--- config.mk ---
export PLATFORM = sky130hd
export DESIGN_NAME = alarm_time_from_timeout
export DESIGN_NICKNAME = d
export VERILOG_FILES = /design/src/hdl/atft_pkg.sv /design/src/hdl/atft_cfg.sv /design/src/hdl/atft_split.sv /design/src/hdl/atft_merge.sv /design/src/hdl/alarm_time_from_timeout.sv
export SDC_FILE = /design/constraint.sdc
export NUM_CORES = 1
export LEC_CHECK = 0
export BUFFER_PORTS_ARGS = -buffer_cell sky130_fd_sc_hd__buf_4
export CAP_MARGIN = 20
export CORE_ASPECT_RATIO = 0.6
export CORE_MARGIN = 2
export CORE_UTILIZATION = 35
export DETAILED_ROUTE_END_ITERATION = 10
export PLACE_DENSITY = 0.52
export SKIP_CTS_REPAIR_TIMING = 1
export SLEW_MARGIN = 30
export SYNTH_ARGS = -nofsm -noshare
export SYNTH_HDL_FRONTEND = slang
export SYNTH_HIERARCHICAL = 1
export SYNTH_SLANG_ARGS = --single-unit
--- constraint.sdc ---
create_clock -name clk -period 34.2 [get_ports clk]
set_clock_uncertainty 0.2 [all_clocks]
set_input_delay 5.13 -clock clk [delete_from_list [all_inputs] [get_ports clk]]
set_output_delay 5.13 -clock clk [all_outputs]
set_load 0.03 [all_outputs]
--- src/hdl/atft_pkg.sv ---
// Shared types, constants and the month length table for the alarm time block.
// No dependencies; used by every module under hdl.
package atft_pkg;

  // Calendar constants
  localparam logic [16:0] SecPerDay   = 17'd86400;
  localparam logic [11:0] SecPerHour  = 12'd3600;
  localparam logic [5:0]  SecPerMin   = 6'd60;
  localparam logic [4:0]  HoursPerDay = 5'd24;
  localparam logic [4:0]  LimitReset  = 5'd10;
  localparam logic [4:0]  LongMonth   = 5'd31;

  // Reciprocals for the constant divisions. The low zero bits of each divisor
  // are shifted off first; each constant is exact over its input range.
  // t / 86400 = (t >> 7) / 675,   25-bit operand
  localparam int unsigned DayPre   = 7;
  localparam int unsigned DayShift = 35;
  localparam logic [25:0] DayRecip = 26'd50903317;
  // r / 3600 = (r >> 4) / 225,    13-bit operand
  localparam int unsigned HourPre   = 4;
  localparam int unsigned HourShift = 21;
  localparam logic [13:0] HourRecip = 14'd9321;
  // r / 60 = (r >> 2) / 15,       10-bit operand
  localparam int unsigned MinPre   = 2;
  localparam int unsigned MinShift = 14;
  localparam logic [10:0] MinRecip = 11'd1093;

  // Register map
  typedef enum logic [0:0] {
    REG_RESET_DAY_LIMIT = 1'b0
  } reg_idx_t;

  localparam logic [4:0] MonthLenCommon [12] =
    '{5'd31, 5'd28, 5'd31, 5'd30, 5'd31, 5'd30, 5'd31, 5'd31, 5'd30, 5'd31, 5'd30, 5'd31};
  localparam logic [4:0] MonthLenLeap [12] =
    '{5'd31, 5'd29, 5'd31, 5'd30, 5'd31, 5'd30, 5'd31, 5'd31, 5'd30, 5'd31, 5'd30, 5'd31};

  // Current calendar time carried along with an item
  typedef struct packed {
    logic [4:0] hours;
    logic [5:0] minutes;
    logic [5:0] seconds;
    logic [4:0] date;
    logic [3:0] month;
    logic [6:0] year;
  } now_t;

  // Per-item flags
  typedef struct packed {
    logic zero;     // timeout was zero: no alarm
    logic rst_req;  // reset request, already qualified by nonzero timeout
  } ctl_t;

  // Timeout split into calendar units, plus the current time
  typedef struct packed {
    ctl_t        ctl;
    now_t        now;
    logic [15:0] days;
    logic [4:0]  hours;
    logic [5:0]  minutes;
    logic [5:0]  seconds;
  } split_t;

  // One result item
  typedef struct packed {
    logic       alarm_enable;
    logic [4:0] alarm_hours;
    logic [5:0] alarm_minutes;
    logic [5:0] alarm_seconds;
    logic [7:0] alarm_day;
    logic       reset_request;
  } result_t;

  // Days in a month; leap when year mod 4 is 0, bad month codes count as 31
  function automatic logic [4:0] month_len(input logic [3:0] mon, input logic [6:0] yr);
    logic [3:0] idx;
    idx = mon - 4'd1;
    if (mon < 4'd1 || mon > 4'd12) begin
      return LongMonth;
    end else if (yr[1:0] == 2'b00) begin
      return MonthLenLeap[idx];
    end else begin
      return MonthLenCommon[idx];
    end
  endfunction

endpackage

--- src/hdl/atft_cfg.sv ---
// Configuration register file on an APB-style port: reset day limit.
// Depends on atft_pkg.
module atft_cfg (
  input  logic        clk,
  input  logic        rst_n,
  input  logic        psel,
  input  logic        penable,
  input  logic        pwrite,
  input  logic [2:0]  paddr,
  input  logic [31:0] pwdata,
  output logic [31:0] prdata,
  output logic        pready,
  output logic [4:0]  reset_day_limit
);

  logic [4:0] limit_r;
  logic [4:0] limit_nxt;
  logic       hit;

  // Register index sits above the byte offset
  assign hit = (paddr[2] == atft_pkg::REG_RESET_DAY_LIMIT);

  // Write on the access phase
  always_comb begin
    limit_nxt = limit_r;
    if (psel && penable && pwrite && hit) begin
      limit_nxt = pwdata[4:0];
    end
  end

  always_ff @(posedge clk) begin
    if (!rst_n) begin
      limit_r <= atft_pkg::LimitReset;
    end else begin
      limit_r <= limit_nxt;
    end
  end

  // Read back
  assign prdata          = hit ? {27'd0, limit_r} : 32'd0;
  assign pready          = 1'b1;
  assign reset_day_limit = limit_r;

endmodule

--- src/hdl/atft_split.sv ---
// Splits the timeout into days, hours, minutes and seconds over six stages,
// alternating reciprocal multiply and remainder. Depends on atft_pkg.
module atft_split (
  input  logic                clk,
  input  logic                rst_n,
  input  logic                adv,
  input  logic                in_vld,
  input  logic [31:0]         timeout,
  input  atft_pkg::now_t      now,
  input  logic [4:0]          limit,
  output logic                vld,
  output atft_pkg::split_t    split
);

  // Stage valids
  logic [6:0] v_r;

  // Stage 0: input register
  logic [31:0]        t0_r;
  atft_pkg::now_t     now0_r;
  atft_pkg::ctl_t     ctl0_r;
  atft_pkg::ctl_t     ctl0_nxt;
  // Stage 1: day quotient
  logic [31:0]        t1_r;
  logic [15:0]        qd1_r;
  atft_pkg::now_t     now1_r;
  atft_pkg::ctl_t     ctl1_r;
  // Stage 2: day remainder
  logic [15:0]        qd2_r;
  logic [16:0]        rem2_r;
  atft_pkg::now_t     now2_r;
  atft_pkg::ctl_t     ctl2_r;
  // Stage 3: hour quotient
  logic [15:0]        qd3_r;
  logic [16:0]        rem3_r;
  logic [4:0]         qh3_r;
  atft_pkg::now_t     now3_r;
  atft_pkg::ctl_t     ctl3_r;
  // Stage 4: hour remainder
  logic [15:0]        qd4_r;
  logic [4:0]         qh4_r;
  logic [11:0]        rem4_r;
  atft_pkg::now_t     now4_r;
  atft_pkg::ctl_t     ctl4_r;
  // Stage 5: minute quotient
  logic [15:0]        qd5_r;
  logic [4:0]         qh5_r;
  logic [11:0]        rem5_r;
  logic [5:0]         qm5_r;
  atft_pkg::now_t     now5_r;
  atft_pkg::ctl_t     ctl5_r;
  // Stage 6: seconds
  atft_pkg::split_t   s6_r;
  atft_pkg::split_t   s6_nxt;

  logic [50:0] day_prod;
  logic [31:0] day_back;
  logic [16:0] rem2_nxt;
  logic [26:0] hour_prod;
  logic [16:0] hour_back;
  logic [11:0] rem4_nxt;
  logic [20:0] min_prod;
  logic [11:0] min_back;
  logic [5:0]  sec_nxt;

  // Item flags at capture
  always_comb begin
    ctl0_nxt.zero    = (timeout == 32'd0);
    ctl0_nxt.rst_req = (timeout != 32'd0) && (now.date >= limit);
  end

  // Arithmetic between stages
  assign day_prod  = 51'(t0_r[31:atft_pkg::DayPre]) * 51'(atft_pkg::DayRecip);
  assign day_back  = 32'(qd1_r) * 32'(atft_pkg::SecPerDay);
  assign rem2_nxt  = 17'(t1_r - day_back);
  assign hour_prod = 27'(rem2_r[16:atft_pkg::HourPre]) * 27'(atft_pkg::HourRecip);
  assign hour_back = 17'(qh3_r) * 17'(atft_pkg::SecPerHour);
  assign rem4_nxt  = 12'(rem3_r - hour_back);
  assign min_prod  = 21'(rem4_r[11:atft_pkg::MinPre]) * 21'(atft_pkg::MinRecip);
  assign min_back  = 12'(qm5_r) * 12'(atft_pkg::SecPerMin);
  assign sec_nxt   = 6'(rem5_r - min_back);

  always_comb begin
    s6_nxt.ctl     = ctl5_r;
    s6_nxt.now     = now5_r;
    s6_nxt.days    = qd5_r;
    s6_nxt.hours   = qh5_r;
    s6_nxt.minutes = qm5_r;
    s6_nxt.seconds = sec_nxt;
  end

  // Valid chain
  always_ff @(posedge clk) begin
    if (!rst_n) begin
      v_r <= '0;
    end else if (adv) begin
      v_r <= {v_r[5:0], in_vld};
    end
  end

  // Payload stages
  always_ff @(posedge clk) begin
    if (adv) begin
      t0_r   <= timeout;
      now0_r <= now;
      ctl0_r <= ctl0_nxt;

      t1_r   <= t0_r;
      qd1_r  <= day_prod[atft_pkg::DayShift +: 16];
      now1_r <= now0_r;
      ctl1_r <= ctl0_r;

      qd2_r  <= qd1_r;
      rem2_r <= rem2_nxt;
      now2_r <= now1_r;
      ctl2_r <= ctl1_r;

      qd3_r  <= qd2_r;
      rem3_r <= rem2_r;
      qh3_r  <= hour_prod[atft_pkg::HourShift +: 5];
      now3_r <= now2_r;
      ctl3_r <= ctl2_r;

      qd4_r  <= qd3_r;
      qh4_r  <= qh3_r;
      rem4_r <= rem4_nxt;
      now4_r <= now3_r;
      ctl4_r <= ctl3_r;

      qd5_r  <= qd4_r;
      qh5_r  <= qh4_r;
      rem5_r <= rem4_r;
      qm5_r  <= min_prod[atft_pkg::MinShift +: 6];
      now5_r <= now4_r;
      ctl5_r <= ctl4_r;

      s6_r   <= s6_nxt;
    end
  end

  assign vld   = v_r[6];
  assign split = s6_r;

endmodule

--- src/hdl/atft_merge.sv ---
// Adds the split timeout to the current time with carries, wraps the day once
// past the month end and holds the result register. Depends on atft_pkg.
module atft_merge (
  input  logic               clk,
  input  logic               rst_n,
  input  logic               adv,
  input  logic               in_vld,
  input  atft_pkg::split_t   split,
  output logic               out_vld,
  output atft_pkg::result_t  res
);

  // Reduce a sum below 128 modulo 60: {carry, remainder}
  function automatic logic [7:0] wrap60(input logic [6:0] v);
    logic [6:0] r;
    logic [1:0] c;
    if (v >= 7'd120) begin
      r = v - 7'd120;
      c = 2'd2;
    end else if (v >= 7'd60) begin
      r = v - 7'd60;
      c = 2'd1;
    end else begin
      r = v;
      c = 2'd0;
    end
    return {c, r[5:0]};
  endfunction

  // Reduce a sum below 64 modulo 24: {carry, remainder}
  function automatic logic [6:0] wrap24(input logic [5:0] v);
    logic [5:0] r;
    logic [1:0] c;
    if (v >= 6'd48) begin
      r = v - 6'd48;
      c = 2'd2;
    end else if (v >= 6'(atft_pkg::HoursPerDay)) begin
      r = v - 6'(atft_pkg::HoursPerDay);
      c = 2'd1;
    end else begin
      r = v;
      c = 2'd0;
    end
    return {c, r[4:0]};
  endfunction

  // Stage m1: seconds and minutes with carry
  logic               v1_r;
  atft_pkg::ctl_t     ctl1_r;
  atft_pkg::now_t     now1_r;
  logic [15:0]        days1_r;
  logic [4:0]         hrs1_r;
  logic [5:0]         sec1_r;
  logic [5:0]         min1_r;
  logic [1:0]         cm1_r;
  // Stage m2: hours and days with carry, month length
  logic               v2_r;
  atft_pkg::ctl_t     ctl2_r;
  logic [5:0]         sec2_r;
  logic [5:0]         min2_r;
  logic [4:0]         hrs2_r;
  logic [15:0]        day2_r;
  logic [4:0]         len2_r;
  // Result register
  logic               out_vld_r;
  atft_pkg::result_t  res_r;
  atft_pkg::result_t  res_nxt;

  logic [6:0]  sec_sum;
  logic [7:0]  sec_w;
  logic [6:0]  min_sum;
  logic [7:0]  min_w;
  logic [5:0]  hr_sum;
  logic [6:0]  hr_w;
  logic [15:0] day_sum;
  logic [15:0] day_wrap;

  // m1 logic
  assign sec_sum = 7'(split.now.seconds) + 7'(split.seconds);
  assign sec_w   = wrap60(sec_sum);
  assign min_sum = 7'(split.now.minutes) + 7'(split.minutes) + 7'(sec_w[7:6]);
  assign min_w   = wrap60(min_sum);

  // m2 logic
  assign hr_sum  = 6'(now1_r.hours) + 6'(hrs1_r) + 6'(cm1_r);
  assign hr_w    = wrap24(hr_sum);
  assign day_sum = 16'(now1_r.date) + days1_r + 16'(hr_w[6:5]);

  // Single month wrap and zero-timeout masking
  assign day_wrap = (day2_r > 16'(len2_r)) ? (day2_r - 16'(len2_r)) : day2_r;

  always_comb begin
    if (ctl2_r.zero) begin
      res_nxt = '0;
    end else begin
      res_nxt.alarm_enable  = 1'b1;
      res_nxt.alarm_hours   = hrs2_r;
      res_nxt.alarm_minutes = min2_r;
      res_nxt.alarm_seconds = sec2_r;
      res_nxt.alarm_day     = day_wrap[7:0];
      res_nxt.reset_request = ctl2_r.rst_req;
    end
  end

  // Valids
  always_ff @(posedge clk) begin
    if (!rst_n) begin
      v1_r      <= 1'b0;
      v2_r      <= 1'b0;
      out_vld_r <= 1'b0;
    end else if (adv) begin
      v1_r      <= in_vld;
      v2_r      <= v1_r;
      out_vld_r <= v2_r;
    end
  end

  // Payload
  always_ff @(posedge clk) begin
    if (adv) begin
      ctl1_r  <= split.ctl;
      now1_r  <= split.now;
      days1_r <= split.days;
      hrs1_r  <= split.hours;
      sec1_r  <= sec_w[5:0];
      min1_r  <= min_w[5:0];
      cm1_r   <= min_w[7:6];

      ctl2_r  <= ctl1_r;
      sec2_r  <= sec1_r;
      min2_r  <= min1_r;
      hrs2_r  <= hr_w[4:0];
      day2_r  <= day_sum;
      len2_r  <= atft_pkg::month_len(now1_r.month, now1_r.year);

      res_r   <= res_nxt;
    end
  end

  assign out_vld = out_vld_r;
  assign res     = res_r;

endmodule

--- src/hdl/alarm_time_from_timeout.sv ---
// Alarm time from a timeout: each item gives a timeout in seconds and the
// current calendar time, and yields one result with the alarm time of day and
// the alarm day (wrapped once past the end of the current month, leap years
// every fourth year), or all zeros when the timeout is zero. reset_request is
// set when the timeout is nonzero and the current date has reached the
// reset day limit register (APB, byte address 0, reset value 10). The block
// is a ten-stage pipeline: the split stages, the merge stages and the result
// register, and one item is taken every cycle while results are drained. The
// whole pipeline holds when a result waits at the output; the depth comes
// from the three constant divisions, each a reciprocal multiply followed by
// a remainder stage, plus the input register and the carry and month wrap stages.
// Depends on atft_pkg, atft_cfg, atft_split and atft_merge.
module alarm_time_from_timeout (
  input  logic        clk,
  input  logic        rst_n,
  // Input channel
  input  logic        in_valid,
  output logic        in_ready,
  input  logic [31:0] in_timeout_seconds,
  input  logic [4:0]  in_now_hours,
  input  logic [5:0]  in_now_minutes,
  input  logic [5:0]  in_now_seconds,
  input  logic [4:0]  in_now_date,
  input  logic [3:0]  in_now_month,
  input  logic [6:0]  in_now_year,
  // Result channel
  output logic        out_valid,
  input  logic        out_ready,
  output logic        out_alarm_enable,
  output logic [4:0]  out_alarm_hours,
  output logic [5:0]  out_alarm_minutes,
  output logic [5:0]  out_alarm_seconds,
  output logic [7:0]  out_alarm_day,
  output logic        out_reset_request,
  // Configuration port
  input  logic        psel,
  input  logic        penable,
  input  logic        pwrite,
  input  logic [2:0]  paddr,
  input  logic [31:0] pwdata,
  output logic [31:0] prdata,
  output logic        pready
);

  logic               adv;
  logic [4:0]         limit;
  atft_pkg::now_t     now;
  logic               split_vld;
  atft_pkg::split_t   split;
  atft_pkg::result_t  res;

  // Pipeline moves whenever the result register is free or being taken
  assign adv      = !out_valid || out_ready;
  assign in_ready = adv;

  always_comb begin
    now.hours   = in_now_hours;
    now.minutes = in_now_minutes;
    now.seconds = in_now_seconds;
    now.date    = in_now_date;
    now.month   = in_now_month;
    now.year    = in_now_year;
  end

  atft_cfg u_cfg (
    .clk             (clk),
    .rst_n           (rst_n),
    .psel            (psel),
    .penable         (penable),
    .pwrite          (pwrite),
    .paddr           (paddr),
    .pwdata          (pwdata),
    .prdata          (prdata),
    .pready          (pready),
    .reset_day_limit (limit)
  );

  atft_split u_split (
    .clk     (clk),
    .rst_n   (rst_n),
    .adv     (adv),
    .in_vld  (in_valid),
    .timeout (in_timeout_seconds),
    .now     (now),
    .limit   (limit),
    .vld     (split_vld),
    .split   (split)
  );

  atft_merge u_merge (
    .clk     (clk),
    .rst_n   (rst_n),
    .adv     (adv),
    .in_vld  (split_vld),
    .split   (split),
    .out_vld (out_valid),
    .res     (res)
  );

  // Result fields
  assign out_alarm_enable  = res.alarm_enable;
  assign out_alarm_hours   = res.alarm_hours;
  assign out_alarm_minutes = res.alarm_minutes;
  assign out_alarm_seconds = res.alarm_seconds;
  assign out_alarm_day     = res.alarm_day;
  assign out_reset_request = res.reset_request;

`ifndef ASSERT_OFF
  // Reset empties the pipeline
  a_reset_empty: assert property (@(posedge clk) !rst_n |=> !out_valid)
    else $error("result valid right after reset");

  // A disabled alarm carries no reset request, no alarm day and no alarm hours
  a_zero_result: assert property (@(posedge clk) disable iff (!rst_n)
    (out_valid && !out_alarm_enable) |->
      (!out_reset_request && out_alarm_day == 8'd0 && out_alarm_hours == 5'd0))
    else $error("zero-timeout result has nonzero fields");

  // Carries keep the time of day in range
  a_time_range: assert property (@(posedge clk) disable iff (!rst_n)
    out_valid |->
      (out_alarm_hours < 5'd24 && out_alarm_minutes < 6'd60 && out_alarm_seconds < 6'd60))
    else $error("alarm time of day out of range");
`endif

endmodule

==> impl_metrics.toml <==
[timing]
max_slew_margin = 0.395
fin_crit_sh = 0.337
rsz0062_at_grt = "false"
period_needed_ps = 11520
finalHoldViolCount = 0
setup_viol = 0
fmax_ghz = 0.0868
fin_tns_setup_ps = 0
drv_slew = 0
tightestPinTransition_ps = 908

[clocking]
cts_sinks = 572
cts_buffers = 57
clock_path_buffers = 3
clk_latency_ps = 630
cts_root_buffer = "clkbuf_16"
clkTransAtPathRegs_ps = 60
htree_levels = 2
cts_tree = "done"

[routing]
wire_per_inst_um = 15.8
viasPerCell = 4.42
drtIter0Drc = 1076
drt_drc_violations_left = 0
wirelength_um = 62600
firstDrtPassIters = 5
vias = 17500
final_antenna_net_count = 0

[final_layout]
layout.nets = 3445
diodes = 0
areaGrowthSynthToFinish_pct = 13.0
drive_gt1_frac = 0.0944
num-fill-cells = 8911

[global_route]
grt_first_pass_wirelength_um = 100000
grt_max_degree = 181
grt.total_usage = 0.129
grt_pass1_vias = 18300
antenna_found_initial = 4
overflow = 0

[setup_path]
path_delay_family = "simple AND/OR/NAND/NOR gates"
crit_chain = "buf_4 -> nand2b_4 -> buf_4"
worst-path-buf-inv = 2
startpoint_type = "primary input"
end_kind = "primary output"
worstSetupPathType = "primary input to primary output"
crit_fanout = 61
worstPathArrival_ps = 6190
critPathMostFrequentCell = "buf_4"
worstPathRequired_ps = 28870
slowest_delay_ps = 630
cp_slowest_cell = "nand2b_4"

[status]
status = "complete, no violations"

[flow_run]
drv_cap = 0

[place]
gp_congestion = 0.860
port_buffers = 106
dpl.hpwl_um = 47500

[synthesis]
syn_area_per_cell_sq_um = 14.0
syn_area_sq_um = 34000
yosysWarnings = 6
syn_inst = 2431

[floorplan]
io_pins = 169
die_w_um = 406
die_h_um = 245
dieArea_sq_um = 99600
start_util = 0.353
rows = 88
core_sq_um = 96100

[hold_path]
hold_path.class = "register to register"
-- flip-flops by register name (all words and copies together), names as in the netlist, 17 cells and up --
name / count
u_merge/res: 27
u_split/now0_r: 28
u_split/now1_r: 28
u_split/now2_r: 28
u_split/now3_r: 28
u_split/now4_r: 28
u_split/now5_r: 28
u_split/rem2_r: 17
u_split/split: 63
u_split/t0_r: 32
u_split/t1_r: 17
-- cell type report --
cell class                 instances  area (sq um)  area share
clock buffer                      62          1450      0.0377
timing repair buffer             118           930      0.0242
multi-input combinational       1315         14800       0.385
clock inverter                    46           551      0.0143
tap                             1305          1630      0.0425
inverter                         535          2010      0.0523
sequential                       572         17000       0.444
-- cell usage in the layout (no fill, tap or decap), types with 18 or more instances in the layout --
cell type    n
xnor2_1     64
edfxtp_1   557
xor2_1      30
ha_1       502
mux2i_1     18
nor2b_1     47
inv_1      534
o21ai_0     42
nand3_1     18
a21oi_1     68
buf_4      113
nor2_1      46
conb_1      28
nand2_1     38
a21o_1      20
fa_1       237
clkbuf_16   57
-- final timing paths --
path                                    from                           to  slack [ps]  cells past startpoint
setup / recovery                   out_ready                     in_ready       22680                      3
hold / removal     u_split/t1_r[4]$_DFFE_PP_  u_split/rem2_r[4]$_DFFE_PP_         200                      0
setup reg to reg  u_split/t0_r[21]$_DFFE_PP_   u_split/qd1_r[9]$_DFFE_PP_       26630                     20
hold reg to reg    u_split/t1_r[4]$_DFFE_PP_  u_split/rem2_r[4]$_DFFE_PP_         200                      0
-- worst register-to-register path, delay by kind of cell (launching register included) --
| family | cells | cell delay (ps) |
|---|---|---|
| simple gates | 5 | 1390 |
| buf+inv | 4 | 210 |
| fa+ha+maj | 8 | 4090 |
| compound gates | 3 | 750 |
| flops | 1 | 680 |
-- per-layer routing --
metal,part of all wire,vias up,global-route usage
li1,-,8575,-
met1,0.52,8575,0.200
met2,0.41,254,0.184
met3,0.051,67,0.0254
met4,0.017,0,0.0295
met5,0,-,0
-- metrics by stage --
step	hold WS (ps)	area, sq um	utilization	std cells	setup slack (ps)
6_report	203	38400	0.399	3953	22680
3_3_place_gp	200	36300	0.378	3843	22670
3_5_place_dp	205	36300	0.378	3843	22640
2_1_floorplan	200	34100	-	2457	10150
5_1_grt	208	38400	0.399	3953	22590
4_1_cts	199	38300	0.399	3951	22630
Power is not shown: default switching activity piles up to over one toggle a cycle in this logic, so the estimate is an artifact.
